File: src/rtl/scre_pkg.sv
package scre_pkg;

  // Request kinds
  localparam logic KIND_START = 1'b0;
  localparam logic KIND_TICK  = 1'b1;

  // Response kinds
  localparam logic [1:0] RESP_NONE = 2'd0;
  localparam logic [1:0] RESP_R1   = 2'd1;
  localparam logic [1:0] RESP_R2   = 2'd2;
  localparam logic [1:0] RESP_R3   = 2'd3;

  typedef enum logic [1:0] {
    ST_OK      = 2'd0,
    ST_BUSY    = 2'd1,
    ST_CRC_ERR = 2'd2,
    ST_TIMEOUT = 2'd3
  } status_t;

  typedef enum logic [1:0] {
    PH_IDLE = 2'd0,
    PH_SEND = 2'd1,
    PH_WAIT = 2'd2,
    PH_RECV = 2'd3
  } phase_t;

  localparam int          FRAME_BITS  = 48;
  localparam int          HEAD_BITS   = 40;   // start, dir, index, argument
  localparam int          BYTE_BITS   = 8;
  localparam int          CRC_BYTES   = 5;
  localparam int          SHORT_RESP  = 6;
  localparam int          LONG_RESP   = 17;
  localparam logic [6:0]  CRC_POLY    = 7'h09;
  localparam logic [7:0]  LIMIT_RESET = 8'd101;
  localparam int          Q_DEPTH     = 3;

  typedef struct packed {
    logic        kind;
    logic [5:0]  cmd_index;
    logic [31:0] argument;
    logic [1:0]  response_kind;
    logic        cmd_sample;
  } item_t;

  typedef struct packed {
    logic        cmd_drive;
    logic        drive_enable;
    logic        byte_valid;
    logic [7:0]  byte_value;
    logic [4:0]  byte_number;
    logic        done_res;
    status_t     status;
  } result_t;

  function automatic logic [6:0] crc7_bit(input logic [6:0] crc, input logic din);
    logic fb;
    fb = din ^ crc[6];
    return {crc[5:0], 1'b0} ^ (fb ? CRC_POLY : 7'd0);
  endfunction

endpackage

File: src/rtl/scre_engine.sv
module scre_engine (
  input  logic              clk,
  input  logic              rst,
  input  logic              item_valid,
  input  scre_pkg::item_t   item,
  input  logic [7:0]        limit,
  output scre_pkg::result_t res
);
  import scre_pkg::*;

  phase_t             phase, phase_next;
  logic [HEAD_BITS-1:0] tx_shift, tx_shift_next;
  logic [5:0]         bit_count, bit_count_next;
  logic [6:0]         crc_reg, crc_reg_next;
  logic [7:0]         rx_byte, rx_byte_next;
  logic [4:0]         rx_byte_count, rx_byte_count_next;
  logic [7:0]         wait_count, wait_count_next;
  logic [1:0]         kind_latched, kind_latched_next;
  logic               busy_flag, busy_flag_next;

  logic       tick;
  logic       last_bit;
  logic       byte_end;
  logic       last_byte;
  logic       timed_out;
  logic [4:0] total;
  logic [7:0] rx_new;
  logic [6:0] crc_rx;
  logic       busy_new;

  assign tick      = item.kind == KIND_TICK;
  assign last_bit  = bit_count == 6'(FRAME_BITS - 1);
  assign byte_end  = bit_count == 6'(BYTE_BITS - 1);
  assign total     = (kind_latched == RESP_R2) ? 5'(LONG_RESP) : 5'(SHORT_RESP);
  assign last_byte = rx_byte_count == total - 5'd1;
  assign timed_out = wait_count >= limit;
  assign rx_new    = {rx_byte[6:0], item.cmd_sample};
  assign crc_rx    = (rx_byte_count < 5'(CRC_BYTES)) ? crc7_bit(crc_reg, item.cmd_sample)
                                                     : crc_reg;
  assign busy_new  = busy_flag | ((kind_latched == RESP_R3) && (rx_byte_count == 5'd1) &&
                                  !rx_new[7]);

  // Sequencer
  always_comb begin
    phase_next = phase;
    if (!tick) begin
      phase_next = PH_SEND;
    end else begin
      unique case (phase)
        PH_IDLE: phase_next = PH_IDLE;
        PH_SEND: begin
          if (last_bit) begin
            phase_next = (kind_latched == RESP_NONE) ? PH_IDLE : PH_WAIT;
          end
        end
        PH_WAIT: begin
          if (!item.cmd_sample) begin
            phase_next = PH_RECV;
          end else if (timed_out) begin
            phase_next = PH_IDLE;
          end
        end
        PH_RECV: begin
          if (byte_end && last_byte) begin
            phase_next = PH_IDLE;
          end
        end
        default: phase_next = PH_IDLE;
      endcase
    end
  end

  // Datapath and result
  always_comb begin
    tx_shift_next      = tx_shift;
    bit_count_next     = bit_count;
    crc_reg_next       = crc_reg;
    rx_byte_next       = rx_byte;
    rx_byte_count_next = rx_byte_count;
    wait_count_next    = wait_count;
    kind_latched_next  = kind_latched;
    busy_flag_next     = busy_flag;
    res                = '0;
    res.cmd_drive      = 1'b1;
    res.status         = ST_OK;
    if (!tick) begin
      tx_shift_next      = {2'b01, item.cmd_index, item.argument};
      bit_count_next     = '0;
      crc_reg_next       = '0;
      rx_byte_next       = '0;
      rx_byte_count_next = '0;
      wait_count_next    = '0;
      kind_latched_next  = item.response_kind;
      busy_flag_next     = 1'b0;
    end else begin
      unique case (phase)
        PH_IDLE: begin
        end
        PH_SEND: begin
          // Head bits feed the CRC; afterwards the CRC shifts out with a
          // trailing one that becomes the end bit.
          res.drive_enable = 1'b1;
          if (bit_count < 6'(HEAD_BITS)) begin
            res.cmd_drive = tx_shift[HEAD_BITS-1];
            crc_reg_next  = crc7_bit(crc_reg, tx_shift[HEAD_BITS-1]);
            tx_shift_next = {tx_shift[HEAD_BITS-2:0], 1'b0};
          end else begin
            res.cmd_drive = crc_reg[6];
            crc_reg_next  = {crc_reg[5:0], 1'b1};
          end
          bit_count_next = bit_count + 6'd1;
          if (last_bit) begin
            bit_count_next  = '0;
            wait_count_next = '0;
            if (kind_latched == RESP_NONE) begin
              res.done_res = 1'b1;
            end
          end
        end
        PH_WAIT: begin
          if (!item.cmd_sample) begin
            rx_byte_next       = '0;
            bit_count_next     = 6'd1;
            rx_byte_count_next = '0;
            crc_reg_next       = '0;
            busy_flag_next     = 1'b0;
          end else if (timed_out) begin
            res.done_res = 1'b1;
            res.status   = ST_TIMEOUT;
          end else begin
            wait_count_next = wait_count + 8'd1;
          end
        end
        PH_RECV: begin
          crc_reg_next   = crc_rx;
          rx_byte_next   = rx_new;
          bit_count_next = bit_count + 6'd1;
          if (byte_end) begin
            res.byte_valid     = 1'b1;
            res.byte_value     = rx_new;
            res.byte_number    = rx_byte_count;
            busy_flag_next     = busy_new;
            rx_byte_count_next = rx_byte_count + 5'd1;
            bit_count_next     = '0;
            if (last_byte) begin
              res.done_res = 1'b1;
              if ((kind_latched == RESP_R3) && busy_new) begin
                res.status = ST_BUSY;
              end else if ((kind_latched == RESP_R1) && (rx_new != {crc_rx, 1'b1})) begin
                res.status = ST_CRC_ERR;
              end
            end
          end
        end
        default: begin
        end
      endcase
    end
  end

  always_ff @(posedge clk) begin
    if (rst) begin
      phase <= PH_IDLE;
    end else if (item_valid) begin
      phase <= phase_next;
    end
  end

  always_ff @(posedge clk) begin
    if (item_valid) begin
      tx_shift      <= tx_shift_next;
      bit_count     <= bit_count_next;
      crc_reg       <= crc_reg_next;
      rx_byte       <= rx_byte_next;
      rx_byte_count <= rx_byte_count_next;
      wait_count    <= wait_count_next;
      kind_latched  <= kind_latched_next;
      busy_flag     <= busy_flag_next;
    end
  end

endmodule

File: src/rtl/scre_out_queue.sv
module scre_out_queue (
  input  logic              clk,
  input  logic              rst,
  input  logic              push,
  input  scre_pkg::result_t din,
  input  logic              pop,
  output scre_pkg::result_t dout,
  output logic [$clog2(scre_pkg::Q_DEPTH+1)-1:0] count
);
  import scre_pkg::*;

  localparam int PTR_W = $clog2(Q_DEPTH);
  localparam int CNT_W = $clog2(Q_DEPTH + 1);

  result_t            slots [Q_DEPTH];
  logic [PTR_W-1:0]   wr_ptr, rd_ptr;

  assign dout = slots[rd_ptr];

  always_ff @(posedge clk) begin
    if (rst) begin
      wr_ptr <= '0;
      rd_ptr <= '0;
      count  <= '0;
    end else begin
      if (push) begin
        wr_ptr <= (wr_ptr == PTR_W'(Q_DEPTH - 1)) ? '0 : wr_ptr + PTR_W'(1);
      end
      if (pop) begin
        rd_ptr <= (rd_ptr == PTR_W'(Q_DEPTH - 1)) ? '0 : rd_ptr + PTR_W'(1);
      end
      count <= count + CNT_W'(push) - CNT_W'(pop);
    end
  end

  always_ff @(posedge clk) begin
    if (push) begin
      slots[wr_ptr] <= din;
    end
  end

endmodule

File: src/rtl/sd_command_response_engine.sv
// Channel  Handshake            Payload
// in       in_valid / in_stall  kind, cmd_index, argument, response_kind, cmd_sample
// out      out_valid/ out_stall cmd_drive, drive_enable, byte_valid, byte_value,
//                               byte_number, done_res, status
// cfg      APB write/read       start_timeout_limit at byte address 0
//
// One request per clock while in_stall is low; each request gives exactly one result
// (input register, then engine logic into a three-slot output queue).
// The engine does all of one request's work in a single pass of logic.
// in_stall rises when the input register and the queue together hold three.
// rst is synchronous and clears the phase, the queue and the timeout limit (101).
module sd_command_response_engine (
  input  logic        clk,
  input  logic        rst,
  // request channel
  input  logic        in_valid,
  output logic        in_stall,
  input  logic        kind,
  input  logic [5:0]  cmd_index,
  input  logic [31:0] argument,
  input  logic [1:0]  response_kind,
  input  logic        cmd_sample,
  // result channel
  output logic        out_valid,
  input  logic        out_stall,
  output logic        cmd_drive,
  output logic        drive_enable,
  output logic        byte_valid,
  output logic [7:0]  byte_value,
  output logic [4:0]  byte_number,
  output logic        done_res,
  output logic [1:0]  status,
  // configuration
  input  logic        psel,
  input  logic        penable,
  input  logic        pwrite,
  input  logic [2:0]  paddr,
  input  logic [31:0] pwdata,
  output logic [31:0] prdata,
  output logic        pready
);
  import scre_pkg::*;

  localparam int         CNT_W     = $clog2(Q_DEPTH + 1);
  localparam int         OCC_W     = $clog2(Q_DEPTH + 2);
  localparam logic       REG_LIMIT = 1'b0;  // word index of start_timeout_limit

  logic                  in_accept;
  logic                  item_valid;
  item_t                 item;
  logic [7:0]            limit;
  result_t               eng_res;
  result_t               out_res;
  logic                  q_pop;
  logic [CNT_W-1:0]      q_count;
  logic [OCC_W-1:0]      occupancy;
  logic                  cfg_write;

  // ---------------------------------------------------------------------------
  // Configuration: one 8-bit register, written during the APB access phase.
  // ---------------------------------------------------------------------------
  assign pready    = 1'b1;
  assign cfg_write = psel && penable && pwrite && pready;

  always_ff @(posedge clk) begin
    if (rst) begin
      limit <= LIMIT_RESET;
    end else if (cfg_write && (paddr[2] == REG_LIMIT)) begin
      limit <= pwdata[7:0];
    end
  end

  assign prdata = (paddr[2] == REG_LIMIT) ? {24'd0, limit} : 32'd0;

  // ---------------------------------------------------------------------------
  // Input register. Occupancy counts the queue plus the request in flight, so
  // the queue can never overflow and in_stall depends on registers only.
  // ---------------------------------------------------------------------------
  assign occupancy = OCC_W'(q_count) + OCC_W'(item_valid);
  assign in_stall  = occupancy >= OCC_W'(Q_DEPTH);
  assign in_accept = in_valid && !in_stall;

  always_ff @(posedge clk) begin
    if (rst) begin
      item_valid <= 1'b0;
    end else begin
      item_valid <= in_accept;
    end
  end

  always_ff @(posedge clk) begin
    if (in_accept) begin
      item.kind          <= kind;
      item.cmd_index     <= cmd_index;
      item.argument      <= argument;
      item.response_kind <= response_kind;
      item.cmd_sample    <= cmd_sample;
    end
  end

  // ---------------------------------------------------------------------------
  // Frame / response engine: state advances on each registered request.
  // ---------------------------------------------------------------------------
  scre_engine u_engine (
    .clk        (clk),
    .rst        (rst),
    .item_valid (item_valid),
    .item       (item),
    .limit      (limit),
    .res        (eng_res)
  );

  // ---------------------------------------------------------------------------
  // Output queue decouples the result side from the request side.
  // ---------------------------------------------------------------------------
  assign q_pop = out_valid && !out_stall;

  scre_out_queue u_out_queue (
    .clk   (clk),
    .rst   (rst),
    .push  (item_valid),
    .din   (eng_res),
    .pop   (q_pop),
    .dout  (out_res),
    .count (q_count)
  );

  assign out_valid    = q_count != '0;
  assign cmd_drive    = out_res.cmd_drive;
  assign drive_enable = out_res.drive_enable;
  assign byte_valid   = out_res.byte_valid;
  assign byte_value   = out_res.byte_value;
  assign byte_number  = out_res.byte_number;
  assign done_res     = out_res.done_res;
  assign status       = out_res.status;

`ifndef SYNTH
  // Queue never receives a push while full and not draining.
  assert property (@(posedge clk) disable iff (rst)
    !(item_valid && (q_count == CNT_W'(Q_DEPTH)) && !q_pop))
    else $error("output queue overflow");

  // A request accepted now is always written into the queue next cycle.
  assert property (@(posedge clk) disable iff (rst)
    in_accept |=> item_valid)
    else $error("accepted request lost");

  // While the host drives the line, no response byte or timeout can appear.
  assert property (@(posedge clk) disable iff (rst)
    (out_valid && drive_enable) |-> (!byte_valid && (status != ST_TIMEOUT)))
    else $error("response data during command drive");

  // Idle byte fields read as zero.
  assert property (@(posedge clk) disable iff (rst)
    (out_valid && !byte_valid) |-> ((byte_value == 8'd0) && (byte_number == 5'd0)))
    else $error("byte fields nonzero without a byte");
`endif

endmodule

File: config.mk
export PLATFORM = sky130hd
export DESIGN_NAME = sd_command_response_engine
export DESIGN_NICKNAME = d
export VERILOG_FILES = /design/src/rtl/scre_pkg.sv /design/src/rtl/scre_engine.sv /design/src/rtl/scre_out_queue.sv /design/src/rtl/sd_command_response_engine.sv
export SDC_FILE = /design/constraint.sdc
export NUM_CORES = 1
export LEC_CHECK = 0
export ABC_AREA = 1
export BUFFER_PORTS_ARGS = -buffer_cell sky130_fd_sc_hd__buf_4
export CORE_ASPECT_RATIO = 0.8
export CORE_MARGIN = 4
export CORE_UTILIZATION = 56
export DETAILED_ROUTE_END_ITERATION = 16
export PLACE_DENSITY = 0.77
export SETUP_SLACK_MARGIN = 0.5
export SYNTH_ARGS = -nofsm -noshare
export SYNTH_HDL_FRONTEND = slang
export SYNTH_SLANG_ARGS = --single-unit
File: constraint.sdc
create_clock -name clk -period 4.5 [get_ports clk]
set_input_delay 1.35 -clock clk [delete_from_list [all_inputs] [get_ports clk]]
set_output_delay 1.35 -clock clk [all_outputs]
set_load 0.02 [all_outputs]
After elaboration in Yosys (flattened, before gate mapping)
Memories as Yosys holds them, arrays and structs flattened. A register that Yosys moved wholly into a read port is not among the register bits.
Cells that the tools add are included.
{"block": "totals", "ff_bits": 135, "mem_bits_rw": 57, "in_bits": 84, "out_inout_bits": 54, "wordCells": 143, "n_memories": 1}
{"block": "classes", "addsub": 9, "magnitude_cmp": 4, "n_eq_ne": 25, "mux": 54, "n_bitwise": 7, "n_reduce_logical": 23}
{"name": "u_out_queue.slots", "depth": 3, "word_bits": 19, "rd": 1, "rd_clocked_by_memory_dff": 1, "wr": 1, "line": "scre_out_queue.sv:15", "rtl": "result_t slots [Q_DEPTH];"}
{"operator": "2-to-1 mux 40 bit", "n": 2}
{"operator": "2-to-1 mux 38 bit", "n": 1}
{"operator": "2-to-1 mux 8 bit", "n": 4}
{"operator": "2-to-1 mux 7 bit", "n": 4}
{"operator": "2-to-1 mux 2 bit", "n": 13}
{"operator": "case mux 7 bit (3 select lines)", "n": 1}
{"operator": "2-to-1 mux 19 bit", "n": 1}
{"operator": "2-to-1 mux 6 bit", "n": 3}
{"operator": "case mux 6 bit (3 select lines)", "n": 1}
{"operator": "2-to-1 mux 17 bit", "n": 1}
{"operator": "case mux 8 bit (2 select lines)", "n": 1}
{"operator": "2-to-1 mux 5 bit", "n": 3}
{"operator": "2-to-1 mux 14 bit", "n": 1}
{"operator": "case mux 7 bit (2 select lines)", "n": 1}
{"operator": "XOR 7 bit", "n": 2}
{"operator": "== test 2 bit (second input constant)", "n": 6}
{"operator": "logical AND 1 bit", "n": 10}
{"operator": "case mux 5 bit (2 select lines)", "n": 1}
{"operator": "2-to-1 mux 3 bit", "n": 3}
{"operator": "!= test 3 x 2 -> 1 bit (second input constant)", "n": 3}
{"operator": "!= test 3 bit (second input constant)", "n": 3}
{"operator": "AND reduction 3 bit", "n": 3}
{"operator": "adder 8 x 1 -> 8 bit (second input constant)", "n": 1}
{"operator": ">= comparator 8 bit", "n": 1}
{"operator": "other kinds (35)", "n": 52}

Depth between registers and ports, before layout
{"block": "logic_depth", "word_depth": 12, "mapped_depth": 12, "mapped_depth_nobuf": 12}

Modules after synthesis
A second synthesis with hierarchy kept.
{"block": "hier_totals", "cells_unflattened": 839, "hier_area_um2": 8842.2}
{"mod": "scre_engine", "instances": 1, "cells_each": 511, "area_each_um2": 4321.6, "seq_area_each_um2": 2322.2}
{"mod": "scre_out_queue", "instances": 1, "cells_each": 182, "area_each_um2": 2523.7, "seq_area_each_um2": 1871.8}
{"mod": "sd_command_response_engine", "instances": 1, "cells_each": 146, "area_each_um2": 1996.9, "seq_area_each_um2": 1441.4}

Worst setup path after synthesis
Ideal clock, no wire load.
{"block": "synth_path", "path_type": "input to register", "from": "input in_valid", "to": "register item[0] (netlist name)", "setup_time_ns": 0.442, "arrival_ns": 3.159, "required_time_ns": 4.058, "slack_ns": 0.899, "stages": 2, "n_path_buf": 0, "path_cell_list": "inv_1 > nor2_1"}
{"block": "synth_via", "elab_chain_cells": 1}
{"element": "start: declaration", "line": "sd_command_response_engine.sv:16", "rtl": "input logic in_valid,"}
{"element": "logical AND 1 bit", "line": "sd_command_response_engine.sv:81", "rtl": "assign in_accept = in_valid && !in_stall;"}
{"element": "via in_accept", "line": "sd_command_response_engine.sv:48", "rtl": "logic in_accept;"}
The timed path passes the listed nets, and every way through them passes these cells.
A chain may end at the register's enable or synchronous reset.

==> flow_summary.yaml <==
status:
  status: "finished, final reports clean"
layout:
  finalNetCount: 985
  multi_input_area_um2: 2410
  layout_commonest_cell: "nand2_1"
  synthToLayoutAreaGrowth_pct: 15.5
  design_area_um2: 9820
  num_antenna_cells: 0
  fillers: 1103
  largest_register_ffs: 57
  biggestRegsByFlops: "u_out_queue.slots (57), item (42), u_engine.tx_shift (40)"
  layout_common_cells: "nand2_1 (197), edfxtp_1 (175), buf_4 (95), nor2_1 (87), inv_1 (71)"
  regMostFlops: "u_out_queue.slots"
  final_core_util: 0.673
  seq_area_um2: 5640
  final_layout_size_suffix_gt1_frac: 0.160
synthesis:
  synth_area_leaders: "edfxtp_1 (62%), nand2_1 (8.7%), dfxtp_1 (4.5%)"
  synth_warnings: 0
  syn_area_per_cell_um2: 10.7
  synth_top_family_by_area: "simple AND/OR/NAND/NOR gates"
  synth_ff_type: "edfxtp_1"
  synth_compound_area_frac: 0.0689
  async_reset_ff_frac: 0
  synthAdderAreaFrac: 0.0309
  synth_edf_count: 175
  synthDistinctLibCells: 39
  seq_area_frac_synth: 0.663
  synth-xor-area-share: 0.00824
  synth-simple-area-share: 0.162
  ys_seq_elements: 194
  synth_top_cell_by_area: "edfxtp_1"
  syn_area_um2: 8500
  synth.mux.area_fraction: 0
  syn_inst: 791
  synth_top_area_frac: 0.618
floorplan:
  start_util: 0.583
  dieArea_um2: 17200
  coreArea_um2: 14600
  die_w_um: 146
  ios: 138
  placementRows: 39
  die_h_um: 118
global_routing:
  grt_pass1_wl_mm: 25.7
  antenna_found_initial: 0
  track_usage: 0.188
  first_global_vias: 5142
  grt_max_degree: 48
  overflow: 0
setup_path:
  crit_type: "flip-flop to output pin"
  cp_max_fo: 20
  path_delay_family: "buffers and inverters"
  required_ps: 3150
  crit_top_cell: "buf_4"
  setup.worst_path.end_class: "output pin"
  crit_chain: "buf_4, clkinv_1, nor2_1, a21oi_1, buf_4"
  path_buf_inv: 3
  crit_arrival_ps: 2090
  startpoint_type: "flip-flop"
  crit_path_top_delay_cell: "clkinv_1"
  slowest_delay_ps: 550
placement:
  gp_congestion: 0.879
  hpwlAfterDp_mm: 10.6
  dpl_cell_area_um2: 9270
  io_buffers: 86
  pre_cts_ws_ps: 1400
drt:
  drt-initial-drc-count: 432
  firstDrtPassIters: 5
  wirelength_mm: 15.8
  ant_nets: 0
  vias_per_cell: 5.10
  vias: 5492
  drc: 0
  avgRoutedWirePerCell_um: 14.7
timing:
  worst_pin_slew_ps: 1070
  fin_setup_tns_ps: 0
  setup_viol: 0
  fin_ws_ps: 1060
  grt_setup_unrepaired: "false"
  skew_ps: 8.99
  maxSlewViolCount: 0
  fin_crit_ps: 3440
  max_slew_margin: 0.283
  fin_crit_sh: 0.765
  fmax_mhz: 290
  finalHoldViolCount: 0
cts:
  clockBufferDepth: 2
  cts_hold_buf: 0
  cts_buffers: 17
  cts_num_sinks: 194
  cts_max_level: 4
  root_buffer: "clkbuf_16"
  cts_resized: 0
  cts_setup_buffers: 0
  clock_latency_ps: 440
  cts_tree: "done"
  path_clk_slew_ps: 70
power:
  ir_worst_vdd_mv: 0.316
  leakagePower_uw: 0.00414
  p_per_area_nw_per_um2: 461
run:
  drv_cap: 0
worst_hold_path:
  hp-class: "flip-flop to flip-flop"
-- final cells by class --
type | count | area share
Sequential cell | 194 | 0.574
Multi-Input combinational cell | 498 | 0.246
Timing Repair Buffer | 95 | 0.0726
Clock buffer | 17 | 0.0433
Inverter | 74 | 0.0283
Tap cell | 184 | 0.0234
Clock inverter | 15 | 0.0127
-- Yosys cell counts, types with 2 or more instances --
library cell	n
nand2_1	197
edfxtp_1	175
nor2_1	89
inv_1	71
a21oi_1	68
buf_4	25
ha_1	21
nand3_1	20
dfxtp_1	19
o21ai_0	18
clkbuf_1	17
nor3_1	9
o22ai_1	7
xor2_1	6
nand4_1	5
o211ai_1	5
nor3b_1	4
and3_1	3
buf_2	3
clkinv_1	3
buf_1	2
conb_1	2
nand2_2	2
nand3_2	2
o21ai_2	2
or2_2	2
xnor2_1	2
-- worst reg2reg max path, delay by kind of cell (launching register included) --
family | cells | cell delay (ps)
compound gates | 2 | 950
simple gates | 2 | 910
flops | 1 | 380
fa+ha+maj | 1 | 290
buf+inv | 1 | 80
-- path summary, 6_finish.rpt --
kind         slack, ps                   endpoint         startpoint  cells past startpoint
min reg2reg        420   u_engine.kind_latched[1]            item[2]                      0
max               1060             byte_number[0]          flip-flop                      5
max reg2reg       1520  u_engine.rx_byte_count[4]  u_engine.phase[0]                      6
min                420   u_engine.kind_latched[1]            item[2]                      0
-- report_power, final --
| part | switching (uW) | internal [uW] | total, uW |
|---|---|---|---|
| registers | 63.7 | 2150 | 2220 |
| clock network | 682 | 719 | 1400 |
| logic | 591 | 320 | 911 |
| total | 1340 | 3190 | 4530 |
-- per-layer routing --
layer	track usage	vias up	part of all wire
met5	0	-	0
met4	0.0676	0	0.015
met3	0.0474	20	0.065
met2	0.286	160	0.46
met1	0.265	2514	0.46
li1	-	2798	-
-- kinds of logic after synthesis --
family | Yosys count
and+or+nand+nor | 337
DFF | 194
buffers and inverters | 122
AOI/OAI and AO/OA | 107
adders and majority gates | 21
xor gates and xnor gates | 8
other | 2
-- per-stage QoR --
stage / hold slack (ps) / cells / power [uW]
finish: 421 / 1077 / 4530
global route: 425 / 1077 / 4750
CTS: 420 / 1077 / 4560
detailed placement: 405 / 1045 / 3170
global placement: 406 / 1045 / 3130
floorplan: 400 / 814 / 2840
(Power assumes the default switching activity.)
